## config.mk

```make
export PLATFORM = sky130hd
export DESIGN_NAME = evs_div_cell
export DESIGN_NICKNAME = d
export VERILOG_FILES = /design/src/evs_pkg.sv /design/src/evs_div_cell.sv
export SDC_FILE = /design/constraint.sdc
export NUM_CORES = 1
export LEC_CHECK = 0
export BUFFER_PORTS_ARGS = -buffer_cell sky130_fd_sc_hd__buf_2
export CORE_UTILIZATION = 30
export DETAILED_ROUTE_END_ITERATION = 10
export GPL_ROUTABILITY_DRIVEN = 0
export GPL_TIMING_DRIVEN = 0
export PLACE_DENSITY = 0.65
export REMOVE_ABC_BUFFERS = 1
export SYNTH_ARGS = -nofsm -noshare
export SYNTH_HDL_FRONTEND = slang
export SYNTH_SLANG_ARGS = --single-unit
```

## constraint.sdc

```tcl
create_clock -name i_clk -period 4.56 [get_ports i_clk]
set_input_delay 0.228 -clock i_clk [delete_from_list [all_inputs] [get_ports i_clk]]
set_output_delay 0.228 -clock i_clk [all_outputs]
set_load 0.02 [all_outputs]
```

## src/evs_pkg.sv

```systemverilog
// shared types and constants of the exponential variate sampler
`timescale 1ns / 1ps
package evs_pkg;
    localparam int UNI_BITS  = 32;
    localparam int E_W       = 6;
    localparam int M_W       = 64;
    localparam int FRAC_BITS = 56;
    localparam int T_W       = 63;
    localparam int L_W       = 62;
    localparam int RATE_W    = 32;
    localparam int OUT_W     = 32;
    localparam logic [63:0] LN2Q64 = 64'hB17217F7D1CF79AB;

    typedef struct packed {
        logic                 valid;
        logic [E_W-1:0]       e;
        logic [M_W-1:0]       m;
        logic [FRAC_BITS-1:0] f;
    } t_log_beat;

    typedef struct packed {
        logic              valid;
        logic [L_W-1:0]    dvd;
        logic [RATE_W-1:0] rem;
        logic [L_W-1:0]    quo;
    } t_div_beat;
endpackage

```

## src/evs_div_cell.sv

```systemverilog
// one restoring division step: one quotient bit per cell
`timescale 1ns / 1ps
module evs_div_cell import evs_pkg::*; (
    input  logic              i_clk,
    input  logic              i_rst_n,
    input  logic              i_en,
    input  logic [RATE_W-1:0] i_rate,
    input  t_div_beat         i_beat,
    output t_div_beat         o_beat
);
    logic [RATE_W:0] w_sh;
    logic [RATE_W:0] w_diff;
    logic            w_ge;
    t_div_beat       r_out;

    assign w_sh   = {i_beat.rem, i_beat.dvd[L_W-1]};
    assign w_diff = w_sh - {1'b0, i_rate};
    assign w_ge   = (w_sh >= {1'b0, i_rate});

    always_ff @(posedge i_clk) begin
        if (!i_rst_n) begin
            r_out.valid <= 1'b0;
        end else if (i_en) begin
            r_out.valid <= i_beat.valid;
        end
        if (i_en) begin
            r_out.dvd <= {i_beat.dvd[L_W-2:0], 1'b0};
            r_out.rem <= w_ge ? w_diff[RATE_W-1:0] : w_sh[RATE_W-1:0];
            r_out.quo <= {i_beat.quo[L_W-2:0], w_ge};
        end
    end

    assign o_beat = r_out;
endmodule

```

# [Word level (Yosys, flattened, before mapping)]
# Cells that the tools add are included.
[word_totals] register_bits=156 latch_bits=0 ram_bits=0 mem_bits_ro=0 mem_count=0
[classes] add_sub_neg=1 mul=0 div_mod_pow=0 order_cmp=1 n_eq_ne=0 n_shift=0 n_mux=1 bitwise_logic=0 n_reduce_logical=0
[ops] cell="$ge 33x32->1" count=1
[ops] cell="$mux 32" count=1
[ops] cell="$sub 32x32->32" count=1

# [Longest topological paths before layout]
# Gate-level depths: netlist of the first run.
[logic_depth] ltp_word=2 ltp_mapped=13 mapped_depth_nobuf=12

# [Least setup slack after synthesis of the first run]
# OpenSTA, ideal clock, no wires.
[synth_timing] path_kind="input-to-reg" from="in i_rate[7]" to="reg r_out, in the netlist o_beat[75], data pin" setup_ps=262 arrival_ps=2742 slack_ps=1556 stages=12 path_cell_list="inv_1 ha_1 buf_2 nand4_1 or4_1 a21oi_1 nor3_1 a211oi_2 o21ai_2 o31ai_4 buf_4 mux2_1"
[synth_between] elab_chain_cells=2 word_cells_on_any_way=3 classes_between="add/sub (1); order compare (1); mux (1)"
[synth_rtl] element="start: declaration" line_no="evs_div_cell.sv:7" text="input logic [RATE_W-1:0] i_rate,"
[synth_rtl] element="$sub 32x32->32 or $ge 33x32->1 (tied branches)" line_no="evs_div_cell.sv:17, evs_div_cell.sv:18"
[synth_rtl] element="$mux 32 (*)" line_no="evs_div_cell.sv:28" text="r_out.rem <= w_ge ? w_diff[RATE_W-1:0] : w_sh[RATE_W-1:0];"
[synth_rtl] element="end: declaration" line_no="evs_div_cell.sv:14" text="t_div_beat r_out;"
# Mark *: on every way between the ends. The rest lies on a longest branch, timed or not.
# A chain may end at the register's enable or synchronous reset.

# [Final worst setup path of the first run]
[layout_timing] from="in i_rate[5]" to="reg r_out, in the netlist o_beat[70], data pin"
# The elaborated chain is that of the path after synthesis.

==> results.py, run 1 <==
metrics = {
    "outcome": {
        "outcome": "finished clean",
    },
    "synthesis": {
        "synth.avg_cell_area_sq_um": 13.7,
        "synth_xor_area_share_pct": 3.42,
        "syn-instance-count": 505,
        "ys_types": 50,
        "synth-edff-count": 155,
        "async_reset_ff_share_pct": 0,
        "synth_compound_area_share_pct": 10.6,
        "yosys.area_share.adder_pct": 6.08,
        "synth_mux_area_share_pct": 1.92,
        "synth_flop_cell": "edfxtp_1",
        "synthSimpleGateAreaFrac_pct": 6.82,
        "ys_seq_elements": 156,
        "ys_warn_count": 0,
        "synth_top_family_by_area": "compound AO/OA/AOI/OAI gates",
        "synth_area_sq_mm": 0.00691,
        "synth_seq_area_share_pct": 67.6,
    },
    "grt": {
        "grt_pass1_wl_mm": 30.9,
        "antenna_found_initial": 3,
        "gr-total-overflow": 0,
        "grt_use_total_pct": 17.1,
        "grt_max_degree": 99,
        "grt_pass1_vias": 5923,
    },
    "cts": {
        "cts.path.max_buffers": 2,
        "clkSlewWorstSetupHoldPaths_ns": 0.08,
        "cts_tree": "done",
        "post-cts-setup-buffers": 0,
        "worstSkewPairLatency_ns": 0.42,
        "h-tree-depth": 4,
        "clockRootBuffer": "clkbuf_16",
        "cts_num_sinks": 156,
        "cts_buffers": 17,
        "cts_resized": 0,
    },
    "critical_path": {
        "r2r_cells": 2,
        "worstSetupStartpointType": "primary input",
        "crit_family": "compound AO/OA/AOI/OAI gates",
        "cp-end-kind": "flip-flop",
        "ff2ff_setup_slack_ns": 3.96,
        "critical-path-max-stage-delay_ns": 0.79,
        "cp.required_ns": 4.73,
        "rr_endpoint": "o_beat[156]",
        "worstSetupPathType": "in -> reg",
        "path_buf_inv": 3,
        "cpMaxStageDelayCell": "o31ai_4",
        "worstPathArrival_ns": 3.56,
        "rr_startpoint": "o_beat[156]",
        "cp_max_fo": 21,
        "critical_path.cell_chain": "buf_2 > inv_1 > ha_1 > nand4_1 > or4_1 > a21oi_1 > nor3_1 > a211oi_2 > o21ai_2 > o31ai_4 > buf_16 > mux2_2",
    },
    "worst_hold_path": {
        "min_to": "o_beat[156]",
        "holdCritPathClass": "in -> reg",
        "min_path_cells": 2,
        "worstHoldStart": "i_rst_n",
    },
    "sta": {
        "max_freq_mhz": 295,
        "finalClockSkew_ns": 0,
        "holdWs_ns": 0.0433,
        "grt_setup_unrepaired": "false",
        "worstMarginPinSlew_ns": 0.894,
        "fin_crit_ns": 3.39,
        "maxSlewViolCount": 0,
        "max_slew_margin_pct": 40.4,
        "hold_violations": 0,
        "setup_viol": 0,
        "fin_crit_sh_pct": 74.4,
    },
    "pwr": {
        "ir_drop_uv": 219,
        "powerDensity_mw_per_mm2": 377,
        "seqPwrFrac_pct": 43.5,
        "leakage_uw": 0.00478,
        "internal_power_uw": 2850,
        "swShare_pct": 30.0,
        "p_comb_share_pct": 21.3,
        "p_sw_uw": 1220,
        "pwr-share-clk_pct": 35.2,
    },
    "cells_and_area": {
        "drive_above_1_share_pct": 39.5,
        "largest_reg_flops": 156,
        "fin_cells": 1276,
        "syn2layout_area_growth_pct": 56.7,
        "design_area_sq_mm": 0.0108,
        "n_fill_cell": 2011,
        "fin_nets": 1201,
    },
    "routing": {
        "wl_mm": 20.7,
        "drc": 0,
        "vias_per_cell": 4.57,
        "drtAntennaViolNets": 0,
        "first_pass_iters": 4,
        "post_drt_wl_per_cell_microns": 16.2,
        "drtIter0Drc": 246,
        "vias": 5831,
    },
    "floorplan": {
        "die_x_microns": 154,
        "io_pins": 349,
        "core_sq_mm": 0.0226,
        "die_h_microns": 154,
        "rows": 55,
        "design.die.area_sq_mm": 0.0236,
        "start_util_pct": 30.5,
    },
    "placed_design": {
        "dp_hpwl_mm": 14.5,
        "io_buffers": 346,
        "place_area_sq_mm": 0.00899,
        "dp.cells": 1120,
    },
    "run": {
        "maxCapViolCount": 0,
    },
}
-- cells by family after synthesis --
family                   count (synthesis)
AO/OA/AOI/OAI                          119
adder cells (fa/ha/maj)                 33
flip-flops                             156
buffers and inverters                   57
XOR/XNOR                                27
other                                    1
multiplexers                            12
AND/OR/NAND/NOR                        100
-- layout by cell type (no fill, tap or decap), drive strengths merged, types with 3 or more instances in the layout --
master,count
edfxtp,155
a31oi,5
inv,44
buf,349
dlygate4sd3,122
o21bai,3
a21o,12
nor2,35
nand2,26
o211ai,4
ha,32
o21ai,18
clkinv,9
nor2b,4
xor2,12
a211oi,4
mux2,10
nand3,8
a21oi,56
nand2b,3
clkbuf,17
o21a,6
nor4,4
nand4,8
xnor2,15
-- synthesized netlist by cell type (all sizes together), types with 2 or more instances --
library cell	count	area, sq um
o22ai	2	12.5
a21o	12	90.1
nand3	8	40.0
clkbuf	7	27.5
edfxtp	155	4650
a31oi	5	31.3
and2	2	12.5
buf	12	70.1
nor2b	4	25.0
or4	2	15.0
o31ai	2	28.8
a2bb2oi	2	17.5
nor2	35	131
o21a	6	45.0
a21oi	56	280
o21bai	3	22.5
xor2	12	105
nand2	26	97.6
nand2b	3	18.8
nor3	2	10.0
nand4	8	50.1
o21ai	18	93.8
mux2	10	113
mux2i	2	20.0
inv	38	143
ha	32	400
and4	2	17.5
o211ai	4	30.0
a211oi	4	35.0
xnor2	15	131
nor4	4	25.0
-- power groups by stage --
| stage | clock [uW] | combinational (uW) | sequential, uW |
|---|---|---|---|
| floorplan | 0 | 268 | 1990 |
| global placement | 0 | 763 | 1810 |
| detailed placement | 0 | 782 | 1800 |
| CTS | 1490 | 870 | 1770 |
| global route | 1530 | 934 | 1790 |
| finish | 1440 | 867 | 1770 |
-- layer usage --
metal / track usage, % / routed length (microns) / part of all wire (%)
met1: 18.8 / 8300 / 40
met4: 5.29 / 333 / 1.6
met5: 0 / 8 / 0.039
met2: 31.7 / 10800 / 52
met3: 4.93 / 1280 / 6.2
-- worst max path at each step --
| stage | startpoint | end | slack [ns] | cells after the start |
|---|---|---|---|---|
| after floorplan | i_rate[7] | o_beat[65] | 0.91 | 10 |
| after global placement | i_rate[5] | o_beat[90] | -0.20 | 12 |
| after detailed placement | i_rate[5] | o_beat[70] | 0.69 | 12 |
| after CTS | i_rate[5] | o_beat[70] | 1.12 | 12 |
| after global routing | i_rate[5] | o_beat[70] | 0.93 | 12 |
| final | i_rate[5] | o_beat[70] | 1.17 | 12 |
-- what timing repair did --
| action | in CTS | in global routing |
|---|---|---|
| endpoints found under the setup margin | 0 | 0 |
| endpoints found under the hold margin | 122 | 0 |
| hold buffers | 122 | 0 |
-- area by class of cell --
class	instances	area, sq um	area share (%)
clock buffers	17	425	3.93
inverters	38	143	1.32
repair buffers	471	3040	28.1
flip-flops and latches	156	4670	43.2
clock inverters	15	189	1.74
diodes	2	5.00	0.0462
well taps	285	357	3.29
multi-input cells	292	2000	18.4
-- through the flow --
stage               setup slack (ns)  power (uW)  utilization, %  TNS (ns)
detailed placement             0.686        2590            39.7         0
floorplan                      0.907        2260               -         0
finish                          1.17        4080            47.8         0
global route                   0.935        4260            47.8         0
CTS                             1.12        4130            47.8         0
global placement              -0.203        2570            39.3     -1.45
No activity file was read; power rests on OpenSTA's default activity.
==> inputs of run 2 (changes only) <==
--- a/config.mk
+++ b/config.mk
@@ -10,7 +10,7 @@
 export DETAILED_ROUTE_END_ITERATION = 10
 export GPL_ROUTABILITY_DRIVEN = 0
 export GPL_TIMING_DRIVEN = 0
-export PLACE_DENSITY = 0.65
+export PLACE_DENSITY = 0.67
 export REMOVE_ABC_BUFFERS = 1
 export SYNTH_ARGS = -nofsm -noshare
 export SYNTH_HDL_FRONTEND = slang
==> constraint.sdc (replaced) <==
create_clock -name i_clk -period 2.8 [get_ports i_clk]
set_input_delay 0.14 -clock i_clk [delete_from_list [all_inputs] [get_ports i_clk]]
set_output_delay 0.14 -clock i_clk [all_outputs]
set_load 0.02 [all_outputs]
==> run 2 against run 1 <==
Global-route usage up 1.5 points; worst hold slack worse by 0.023 ns; critical endpoint unchanged; critical path depth unchanged; largest power group unchanged.
==> results.py, run 2 (synthesis gave the netlist of run 1 again) <==
metrics = {
    "floorplan": {
        "rows": 55,
        "design.die.area_sq_mm": 0.0236,
        "io_pins": 349,
        "core_sq_mm": 0.0226,
        "die_x_microns": 154,
        "die_h_microns": 154,
        "start_util_pct": 30.5,
    },
    "grt": {
        "gr-total-overflow": 0,
        "grt_pass1_vias": 5859,
        "grt_max_degree": 106,
        "antenna_found_initial": 5,
        "grt_use_total_pct": 18.6,
        "grt_pass1_wl_mm": 32.9,
    },
    "run": {
        "maxCapViolCount": 0,
    },
    "placed_design": {
        "io_buffers": 346,
        "dp.cells": 1120,
        "dp_slack_ns": -1.21,
        "place_area_sq_mm": 0.00899,
        "dp_hpwl_mm": 15.3,
    },
    "cells_and_area": {
        "drive_above_1_share_pct": 42.7,
        "fin_util_pct": 49.6,
        "largest_reg_flops": 156,
        "layout_commonest_cell": "buf_2",
        "fin_cells": 1297,
        "design_area_sq_mm": 0.0112,
        "fin_nets": 1220,
        "final_cell_mix": "buf_2, edfxtp_1, dlygate4sd3_1",
        "n_fill_cell": 1946,
        "syn2layout_area_growth_pct": 62.3,
    },
    "critical_path": {
        "cp_max_fo": 19,
        "worstSetupStartpointType": "primary input",
        "worstSetupPathType": "in -> reg",
        "cp-end-kind": "flip-flop",
        "worstPathArrival_ns": 2.94,
        "cp.required_ns": 2.98,
    },
    "sta": {
        "setup_viol": 0,
        "max_freq_mhz": 362,
        "maxSlewViolCount": 0,
        "hold_violations": 0,
        "setup_slack_ns": 0.0404,
        "fin_crit_sh_pct": 98.6,
        "fin_crit_ns": 2.76,
        "finalClockSkew_ns": 0,
        "max_slew_margin_pct": 57.0,
        "worstMarginPinSlew_ns": 0.643,
        "setup-tns-final_ns": 0,
    },
    "pwr": {
        "swShare_pct": 30.6,
        "p_sw_uw": 2080,
        "pwr-share-clk_pct": 35.0,
        "p_comb_share_pct": 22.5,
        "ir_drop_uv": 272,
        "leakage_uw": 0.00490,
        "seqPwrFrac_pct": 42.5,
        "powerDensity_mw_per_mm2": 605,
        "internal_power_uw": 4720,
    },
    "routing": {
        "wl_mm": 22.4,
        "drtAntennaViolNets": 0,
        "first_pass_iters": 4,
        "vias": 5880,
        "drc": 0,
        "vias_per_cell": 4.53,
        "post_drt_wl_per_cell_microns": 17.2,
        "drtIter0Drc": 291,
    },
    "cts": {
        "cts_buffers": 17,
        "h-tree-depth": 4,
        "clockRootBuffer": "clkbuf_16",
        "cts.path.max_buffers": 2,
        "clkSlewWorstSetupHoldPaths_ns": 0.07,
        "worstSkewPairLatency_ns": 0.43,
        "cts_tree": "done",
        "cts_num_sinks": 156,
    },
    "worst_hold_path": {
        "holdCritPathClass": "in -> reg",
    },
    "outcome": {
        "outcome": "finished clean",
    },
}
## run 2: cell types whose count changed in the layout (fill, tap and decap cells not counted), sizes merged, moves of 2 or more
cell / change
buf: +16
clkinv: -3
diode: +2
dlygate4sd3: +2
inv: +2
## run 2: timing repair
action | in CTS | in global routing
hold buffers | 124 | 0
buffers inserted | 7 | 10
resized for setup | 15 | 27
setup endpoints to repair | 33 | 18
hold endpoints to repair | 123 | 0
pin swaps | 4 | 12
## run 2: metal layers
metal / vias to the layer above / wire (microns) / global-route usage [%]
li1: 2879 / - / -
met1: 2746 / 8980 / 21.1
met2: 214 / 11700 / 33.7
met5: - / 47 / 0
met3: 35 / 1240 / 5.07
met4: 6 / 419 / 6.05
## run 2: path summary, 6_finish.rpt
check	startpoint	slack, ns	end	cells past startpoint
setup reg to reg	o_beat[156]	1.64	o_beat[156]	3
setup / recovery	i_beat[75]	0.04	o_beat[70]	12
hold / removal	i_beat[84]	0.02	o_beat[85]	2
hold reg to reg	o_beat[156]	1.09	o_beat[156]	3
## run 2: critical path, cell delays in order
cell,delay (ns)
buf_2,0.12
ha_2,0.38
nand4_1,0.18
or4_4,0.45
a21oi_2,0.12
nor3_1,0.09
a211oi_2,0.31
o21ai_4,0.15
o31ai_4,0.30
clkbuf_16,0.20
buf_16,0.14
mux2_2,0.34
## run 2: per-stage QoR
| step | hold slack, ns | power (uW) |
|---|---|---|
| after floorplan | 0.239 | 3680 |
| after global placement | 0.317 | 4190 |
| after detailed placement | 0.318 | 4220 |
| after CTS | 0.000547 | 6790 |
| after global routing | 0.0174 | 7070 |
| final | 0.0204 | 6790 |
## run 2: cell type report
type	instances	area (sq um)	share of cell area, %
clock buffers	17	425	3.79
flip-flops and latches	156	4670	41.7
repair buffers	490	3190	28.4
inverters	38	143	1.27
multi-input cells	292	2240	19.9
clock inverters	15	183	1.63
diodes	4	10.0	0.0892
well taps	285	357	3.18
## run 2: power groups by stage
stage | registers (uW) | logic, uW | clock network [uW]
after floorplan | 3240 | 437 | 0
after detailed placement | 2940 | 1280 | 0
after global routing | 2910 | 1640 | 2520
after CTS | 2890 | 1470 | 2440
final | 2890 | 1530 | 2380
after global placement | 2940 | 1250 | 0
